### src/rtl/socv_pkg.sv
// Package for the state-of-charge lookup: widths, OCV table and bracket thresholds.
// No dependencies; used by every module of the block.
package socv_pkg;

	// Table size and derived widths
	localparam int NPTS  = 101;
	localparam int NMID  = NPTS - 1;
	localparam int PCT_W = 7;
	localparam int VH_W  = 18;
	localparam int V_W   = 16;
	localparam int T_W   = 11;

	// Brackets of 1 mV or less never round up
	localparam logic [V_W-1:0] NARROW_BRACKET = 16'd10;

	// Water temperature at and above which no correction applies, 0.1 degC
	localparam logic signed [T_W-1:0] TEMP_REF = 11'sd250;

	// Open-circuit voltage per percent, 0.1 mV
	localparam logic [V_W-1:0] OCV_TAB [NPTS] = '{
		16'd29500, 16'd30200, 16'd30800, 16'd31300, 16'd31750,
		16'd32150, 16'd32500, 16'd32800, 16'd33050, 16'd33300,
		16'd33500, 16'd33700, 16'd33880, 16'd34050, 16'd34200,
		16'd34350, 16'd34500, 16'd34640, 16'd34780, 16'd34900,
		16'd35020, 16'd35140, 16'd35250, 16'd35350, 16'd35450,
		16'd35550, 16'd35640, 16'd35730, 16'd35810, 16'd35890,
		16'd35960, 16'd36030, 16'd36100, 16'd36160, 16'd36220,
		16'd36280, 16'd36340, 16'd36400, 16'd36460, 16'd36520,
		16'd36580, 16'd36640, 16'd36700, 16'd36760, 16'd36820,
		16'd36880, 16'd36940, 16'd37000, 16'd37060, 16'd37130,
		16'd37200, 16'd37270, 16'd37340, 16'd37420, 16'd37500,
		16'd37580, 16'd37670, 16'd37760, 16'd37860, 16'd37960,
		16'd38060, 16'd38170, 16'd38280, 16'd38400, 16'd38520,
		16'd38640, 16'd38770, 16'd38900, 16'd39040, 16'd39180,
		16'd39320, 16'd39460, 16'd39600, 16'd39740, 16'd39880,
		16'd40020, 16'd40160, 16'd40300, 16'd40440, 16'd40580,
		16'd40710, 16'd40820, 16'd40920, 16'd41010, 16'd41100,
		16'd41180, 16'd41260, 16'd41330, 16'd41400, 16'd41470,
		16'd41530, 16'd41590, 16'd41640, 16'd41690, 16'd41740,
		16'd41790, 16'd41840, 16'd41890, 16'd41940, 16'd41970,
		16'd42000
	};

	typedef logic [NMID-1:0] therm_t;

	// Half-unit voltage at which the result steps from i to i+1: the
	// bracket midpoint, or the upper entry when the bracket is narrow.
	function automatic logic [VH_W-1:0] mid_thr(input int unsigned i);
		logic [VH_W-1:0] lo_e;
		logic [VH_W-1:0] hi_e;
		lo_e = VH_W'(OCV_TAB[i]);
		hi_e = VH_W'(OCV_TAB[i + 1]);
		if ((hi_e - lo_e) > VH_W'(NARROW_BRACKET))
			mid_thr = lo_e + hi_e;
		else
			mid_thr = hi_e << 1;
	endfunction

endpackage

### src/rtl/socv_vcorr.sv
// Temperature correction: voltage in half 0.1 mV units, raised below 25 degC.
// Depends on socv_pkg.
module socv_vcorr (
	input  logic [socv_pkg::V_W-1:0]         voltage_code,
	input  logic                             temp_valid,
	input  logic signed [socv_pkg::T_W-1:0]  water_temp,
	output logic [socv_pkg::VH_W-1:0]        vh
);

	logic signed [socv_pkg::T_W:0] diff;
	logic [11:0]                   corr;
	logic                          apply;

	// 1.5 mV per degree is three half units per 0.1 degC
	always_comb begin
		diff  = {socv_pkg::TEMP_REF[socv_pkg::T_W-1], socv_pkg::TEMP_REF}
			- {water_temp[socv_pkg::T_W-1], water_temp};
		apply = temp_valid && (water_temp < socv_pkg::TEMP_REF);
		corr  = 12'(diff[socv_pkg::T_W-1:0]) * 12'd3;
		vh    = {1'b0, voltage_code, 1'b0}
			+ (apply ? socv_pkg::VH_W'(corr) : socv_pkg::VH_W'(0));
	end

endmodule

### src/rtl/socv_cmp.sv
// Compares the corrected voltage with every bracket threshold (thermometer code).
// Depends on socv_pkg.
module socv_cmp (
	input  logic [socv_pkg::VH_W-1:0] vh,
	output socv_pkg::therm_t          therm
);

	// One constant compare per bracket; thresholds rise, so the code is contiguous
	always_comb begin
		for (int unsigned i = 0; i < socv_pkg::NMID; i++) begin
			therm[i] = (vh >= socv_pkg::mid_thr(i));
		end
	end

endmodule

### src/rtl/socv_enc.sv
// Thermometer-to-binary encoder giving the percent result.
// Depends on socv_pkg.
module socv_enc (
	input  socv_pkg::therm_t           therm,
	output logic [socv_pkg::PCT_W-1:0] pct
);

	logic [(2**socv_pkg::PCT_W)-1:0] pad;
	logic [socv_pkg::PCT_W-1:0]      pos;
	logic [socv_pkg::PCT_W-1:0]      cand;

	// Binary search for the count of set bits, one result bit per step
	always_comb begin
		pad = (2**socv_pkg::PCT_W)'(therm);
		pos = '0;
		for (int b = socv_pkg::PCT_W - 1; b >= 0; b--) begin
			cand = pos | (socv_pkg::PCT_W'(1) << b);
			if (pad[cand - socv_pkg::PCT_W'(1)])
				pos = cand;
		end
		pct = pos;
	end

endmodule

### src/rtl/battery_soc_from_ocv_top.sv
// Top level of the OCV state-of-charge lookup: three register stages.
// Depends on socv_pkg, socv_vcorr, socv_cmp and socv_enc.
//
// Takes one battery voltage sample per transaction and returns one state of
// charge in whole percent (0..100), interpolated in a fixed 101-point OCV table
// and rounded half up, with a 1.5 mV/degC boost below 25 degC when the water
// temperature is valid. One transaction is accepted every clock cycle while
// in_stall is low; the stages are the input, threshold-compare and result
// registers. in_stall rises only when all three stages hold data and the
// output is stalled. No configuration, no state between transactions.
module battery_soc_from_ocv_top (
	input  logic                            clk,
	input  logic                            arst_n,
	input  logic                            in_valid,
	output logic                            in_stall,
	input  logic [socv_pkg::V_W-1:0]        voltage_code,
	input  logic                            temp_valid,
	input  logic signed [socv_pkg::T_W-1:0] water_temp,
	output logic                            out_valid,
	input  logic                            out_stall,
	output logic [socv_pkg::PCT_W-1:0]      charge_percent
);

	logic                            valid_s1;
	logic [socv_pkg::V_W-1:0]        volt_s1;
	logic                            tv_s1;
	logic signed [socv_pkg::T_W-1:0] temp_s1;
	logic                            valid_s2;
	socv_pkg::therm_t                therm_s2;
	logic                            out_valid_q;
	logic [socv_pkg::PCT_W-1:0]      pct_q;

	logic [socv_pkg::VH_W-1:0]       vh;
	socv_pkg::therm_t                therm;
	logic [socv_pkg::PCT_W-1:0]      pct;
	logic                            en1;
	logic                            en2;
	logic                            en3;

	// Stage enables: a stage loads when it is empty or its contents move on
	assign en3      = !out_valid_q || !out_stall;
	assign en2      = !valid_s2 || en3;
	assign en1      = !valid_s1 || en2;
	assign in_stall = !en1;

	// Datapath
	socv_vcorr u_vcorr (
		.voltage_code (volt_s1),
		.temp_valid   (tv_s1),
		.water_temp   (temp_s1),
		.vh           (vh)
	);

	socv_cmp u_cmp (
		.vh    (vh),
		.therm (therm)
	);

	socv_enc u_enc (
		.therm (therm_s2),
		.pct   (pct)
	);

	// Valid bits
	always_ff @(posedge clk or negedge arst_n) begin
		if (!arst_n) begin
			valid_s1    <= 1'b0;
			valid_s2    <= 1'b0;
			out_valid_q <= 1'b0;
		end else begin
			if (en1)
				valid_s1 <= in_valid;
			if (en2)
				valid_s2 <= valid_s1;
			if (en3)
				out_valid_q <= valid_s2;
		end
	end

	// Payload registers
	always_ff @(posedge clk) begin
		if (en1 && in_valid) begin
			volt_s1 <= voltage_code;
			tv_s1   <= temp_valid;
			temp_s1 <= water_temp;
		end
		if (en2 && valid_s1)
			therm_s2 <= therm;
		if (en3 && valid_s2)
			pct_q <= pct;
	end

	assign out_valid      = out_valid_q;
	assign charge_percent = pct_q;

endmodule

### config.mk
export PLATFORM = sky130hd
export DESIGN_NAME = battery_soc_from_ocv_top
export DESIGN_NICKNAME = d
export VERILOG_FILES = /design/src/rtl/socv_pkg.sv /design/src/rtl/socv_vcorr.sv /design/src/rtl/socv_cmp.sv /design/src/rtl/socv_enc.sv /design/src/rtl/battery_soc_from_ocv_top.sv
export SDC_FILE = /design/constraint.sdc
export NUM_CORES = 1
export LEC_CHECK = 0
export ABC_AREA = 1
export BUFFER_PORTS_ARGS = -buffer_cell sky130_fd_sc_hd__buf_2
export CAP_MARGIN = 0
export CORE_MARGIN = 3
export CORE_UTILIZATION = 30
export DETAILED_ROUTE_END_ITERATION = 6
export GPL_ROUTABILITY_DRIVEN = 0
export HOLD_SLACK_MARGIN = 0.1
export PLACE_DENSITY_LB_ADDON = 0.1
export SYNTH_ARGS = -nofsm -noshare
export SYNTH_HDL_FRONTEND = slang
export SYNTH_HIERARCHICAL = 1
export SYNTH_SLANG_ARGS = --single-unit
### constraint.sdc
create_clock -name clk -period 9.7 [get_ports clk]
set_input_delay 1.94 -clock clk [delete_from_list [all_inputs] [get_ports clk]]
set_output_delay 1.94 -clock clk [all_outputs]
set_load 0.01 [all_outputs]
Word-level counts from Yosys, hierarchy flattened
Index checks and enable logic that the tools add are counted.

cells by class
  add/sub/neg operators = 8
  multiply operators = 1
  $lt $le $gt $ge = 107
  mux-type cells = 19
  reduce and logical (&&, ||, !) cells = 12

operators by type and width
  cell                                                                            number
  18-bit by 17-bit >= comparator with 1-bit output (second input constant)        93
  18-bit by 16-bit >= comparator with 1-bit output (second input constant)        7
  7-bit by 8-bit less-than comparator with 1-bit output (second input constant)   6
  1-bit binary-select mux with 7-bit select                                       6
  7-bit by 1-bit subtractor with 7-bit output (second input constant)             6
  17-bit by 18-bit adder with 18-bit output                                       1
  11-bit by 2-bit multiplier with 12-bit output (second input constant)           1
  12-bit 2-to-1 mux                                                               1
  11-bit by 9-bit less-than comparator with 1-bit output (second input constant)  1
  9-bit by 11-bit subtractor with 11-bit output (first input constant)            1
  7-bit 2-to-1 mux                                                                1
  1-bit 2-to-1 mux                                                                6
  6-bit 2-to-1 mux                                                                1
  1-bit logical NOT                                                               5
  5-bit 2-to-1 mux                                                                1
  1-bit logical AND                                                               4
  4-bit 2-to-1 mux                                                                1
  1-bit logical OR                                                                3
  3-bit 2-to-1 mux                                                                1
  2-bit 2-to-1 mux                                                                1

storage, ports and cells
  register bits = 138
  input port bits = 32
  output and inout bits = 9

Longest topological paths before layout
  depth in word-level cells = 24
  gate-level depth with buffers = 36
  gate-level depth less buffers = 34

Modules after synthesis
The synthesis kept the hierarchy.

by module, submodules not included
  module                    instances  cells an instance  area each (µm²)  sequential area each (µm²)
  battery_soc_from_ocv_top  1          151                4189.0           4129.0
  socv_cmp                  1          558                2549.9           0.0
  socv_vcorr                1          289                1539.0           0.0
  socv_enc                  1          271                1361.3           0.0

Least setup slack after synthesis
No wires, ideal clock.

  path kind = input to register
  start = in out_stall
  end = reg therm_s2[0], enable pin
  arrival = 4.004 ns
  setup slack = 5.243 ns
  cell stages on the path = 3
  cells stage by stage = nand3_2 nand2_1 inv_1

on the way
  word-level cells in the longest chain between the ends = 4

RTL lines
  item                    line                            RTL
  start: declaration      battery_soc_from_ocv_top.sv:20  input logic out_stall,
  1-bit logical NOT       battery_soc_from_ocv_top.sv:41  assign en3 = !out_valid_q || !out_stall;
  1-bit logical OR        battery_soc_from_ocv_top.sv:41
  1-bit logical OR        battery_soc_from_ocv_top.sv:42  assign en2 = !valid_s2 || en3;
  1-bit logical AND       battery_soc_from_ocv_top.sv:87  if (en2 && valid_s1)
  end signal: assignment  battery_soc_from_ocv_top.sv:88  therm_s2 <= therm;
  end: declaration        battery_soc_from_ocv_top.sv:29  socv_pkg::therm_t therm_s2;

No other way between the ends.
A chain may end at the register's enable or synchronous reset.

Final worst setup path
  start = reg temp_s1[0] in the netlist's numbering
  end = reg therm_s2[30] (data pin)

on the way
  word-level cells in the longest chain between the ends = 5
  elaborated cells on any way between the ends = 7
  classes of those cells = add/sub (2); mul (1); order compare (2); mux (1); reduce/logical (1)

RTL lines
  item                                                                                                                            line                                RTL
  start: declaration                                                                                                              battery_soc_from_ocv_top.sv:27      logic signed [socv_pkg::T_W-1:0] temp_s1;
  start signal: assignment                                                                                                        battery_soc_from_ocv_top.sv:85      temp_s1 <= water_temp;
  9-bit by 11-bit subtractor with 11-bit output / 11-bit by 9-bit less-than comparator with 1-bit output (equally long branches)  socv_vcorr.sv:17, socv_vcorr.sv:18
  11-bit by 2-bit multiplier with 12-bit output / 1-bit logical AND (equally long branches)                                       socv_vcorr.sv:19, socv_vcorr.sv:18
  12-bit 2-to-1 mux (*)                                                                                                           socv_vcorr.sv:21                    + (apply ? socv_pkg::VH_W'(corr) : socv_pkg::VH_W'(0));
  17-bit by 18-bit adder with 18-bit output (*)                                                                                   socv_vcorr.sv:21
  named net vh (one bit)                                                                                                          battery_soc_from_ocv_top.sv:33      logic [socv_pkg::VH_W-1:0] vh;
  18-bit by 17-bit >= comparator with 1-bit output (*)                                                                            socv_cmp.sv:11                      therm[i] = (vh >= socv_pkg::mid_thr(i));
  named net therm[30]                                                                                                             battery_soc_from_ocv_top.sv:34      socv_pkg::therm_t therm;

The timed path passes the listed nets; every way through them passes the cells marked *.

==> impl_results.md <==
* Outcome: finished, final reports clean
* RSZ-0062 raised after global routing: no
* Clock sink count at 138
* FF-to-FF path depth at 17
* Kind of critical path: flip-flop to flip-flop
* WL/cell at 20.5 um
* Iteration-0 DRC Markers at 830
* Syn avg cell area at 7.60 um^2
* Num ports at 41
* Worst reg2reg startpoint: temp_s1[0]
* Wire length on met1 at 15,200 um
* Dpl hpwl at 27,700 um
* Crit path required time at 10.00 ns
* H-tree depth at 4
* Final period util at 57.5%
* Post-cts resize count at 0
* R2R Setup Slk at 4.12 ns
* Slew HR at 24.6%
* R2R Path End: therm_s2[30]
* Die span in x at 185 um
* Clk slew on worst S/H paths at 0.07 ns
* Drt total wl at 35,200 um
* Met3 Wirelength at 2010 um
* Power per cell area at 253 mW/mm^2
* Post-layout instance count excluding filler cells at 1,716
* Min-delay worst type: flip-flop to flip-flop
* Placed cells at 1,684
* Hold Fails Final Rpt at 0
* Share of layout cells above drive strength 1 at 12.0%
* Die Area at 0.0343 mm^2
* Crit path DAT at 5.88 ns
* Pleak at 4.71 nW
* CP Launch Type: flip-flop
* Inserted Diodes at 0
* Critical Path Start: temp_s1[0]
* Mapped Cells at 1,268
* Hold EP: valid_s2
* Setup bufs post-CTS at 0
* Antenna-violating nets left at 0
* Core area at 0.0311 mm^2
* First-pass GRT wire length at 53,200 um
* Clock Root Buffer: clkbuf_16
* Max Cap Violations at 0
* Starting density of the core at 30.9%
* I/O Buffers at 40
* Smallest setup slack after layout at 4.12 ns
* Mapped Area at 0.00964 mm^2
* Crit path max fanout at 11
* Initial antenna violation count at 1
* Rows at 64
* Hold Path Origin: valid_s1
* Global Route Usage Sum at 21.0%
* Layout area overhead at 12.3%
* Fin nets at 1,363
* GRT overflow at 0
* Minimum clock period at 5.58 ns
* Hold Crit Depth at 2
* Final Core Density at 34.7%
* IR drop worst, VDD at 0.000118 V
* Skew final at 0.0176 ns
* Yosys warnings at 6
* Routed via count at 8,896
* Largest net degree at the start of global routing at 76
* F_max at 179 MHz
* Pre-CTS setup slack at 4.37 ns
* Syn Nets at 1,324
* Setup TNS at 0 ns
* Total CTS buffers at 17
* Vias/cell at 5.18
* DRC Markers at 0
* Routed wl met2 at 16,500 um
* Top routing layer in use: met4
* Vias in the first global route at 8,701
* DR pass1 iterations at 6
* Slew @ Worst Pin at 1.13 ns
* Die Y-Extent at 185 um
* Critical path endpoint category: flip-flop
* Worst-Skew Late Latency at 0.44 ns
* Setup Viol. Count Final at 0
* Total power at 0.00273 W
* Max Root-Sink Buffers at 2
* Fin. max-slew vios at 0
* CTS tree: built
* Hold-fix buffers, CTS at 0
[stage by stage]
step / area, um^2 / hold WS, ns
3_5_place_dp: 10200 / 0.485
6_report: 10800 / 0.503
4_1_cts: 10800 / 0.504
3_3_place_gp: 10200 / 0.486
2_1_floorplan: 9640 / 0.469
5_1_grt: 10800 / 0.537
[power breakdown]
part           total [W]  switching (W)  internal [W]
Sequential      0.000799      0.0000389      0.000760
Clock           0.000727       0.000307      0.000420
Combinational    0.00121       0.000920      0.000289
Total            0.00273        0.00127       0.00147
[layout by cell type (no fill, tap or decap), types with 11 or more instances in the layout]
master	instances
nand2_1	402
nand3_1	164
inv_1	135
edfxtp_1	135
nor2_1	110
a21oi_1	57
o21ai_0	53
buf_2	40
ha_1	22
o21ai_1	18
nor2_2	17
clkbuf_16	17
nor2_4	13
nand2_2	13
xor2_1	11
[cell type report]
| class | count | area (um^2) |
|---|---|---|
| clock buffers | 17 | 425 |
| clock inverters | 15 | 219 |
| fillers | 3338 | 20300 |
| inverters | 147 | 557 |
| multi-input cells | 958 | 4760 |
| flip-flops and latches | 138 | 4130 |
| well taps | 396 | 495 |
| repair buffers | 45 | 238 |
[worst max-delay path: stages (launching register included)]
cell and delay (ns):
edfxtp_1 0.47, ha_1 0.33, xor2_1 0.33, ha_1 0.37, nand2_1 0.11, nand3_1 0.14
xnor2_1 0.21, nor2_1 0.07, ha_1 0.36, a21oi_1 0.25, nand2_2 0.11, xor2_1 0.88
nand2_1 0.46, nor2_1 0.51, o21ai_0 0.44, nand2_1 0.21, nand2_1 0.07, nand2_1 0.09
[registers in the layout (all words and copies together) (netlist names)]
| signal | cells |
|---|---|
| tv_s1 | 1 |
| out_valid | 1 |
| therm_s2 | 100 |
| valid_s2 | 1 |
| charge_percent | 7 |
| temp_s1 | 11 |
| valid_s1 | 1 |
| volt_s1 | 16 |
[layer usage]
metal	global-route usage (%)	vias to the layer above
met5	0	-
met4	9.06	0
met3	3.57	92
met2	34.5	393
met1	27.2	4131
li1	-	4280
[worst max-delay path by stage]
stage                        end  slack, ns
floorplan            therm_s2[0]       5.24
global placement     therm_s2[0]       4.29
detailed placement  therm_s2[27]       4.37
CTS                 therm_s2[27]       4.33
global route         therm_s2[7]       3.87
finish              therm_s2[30]       4.12
Power figures use the tool's default switching activity.
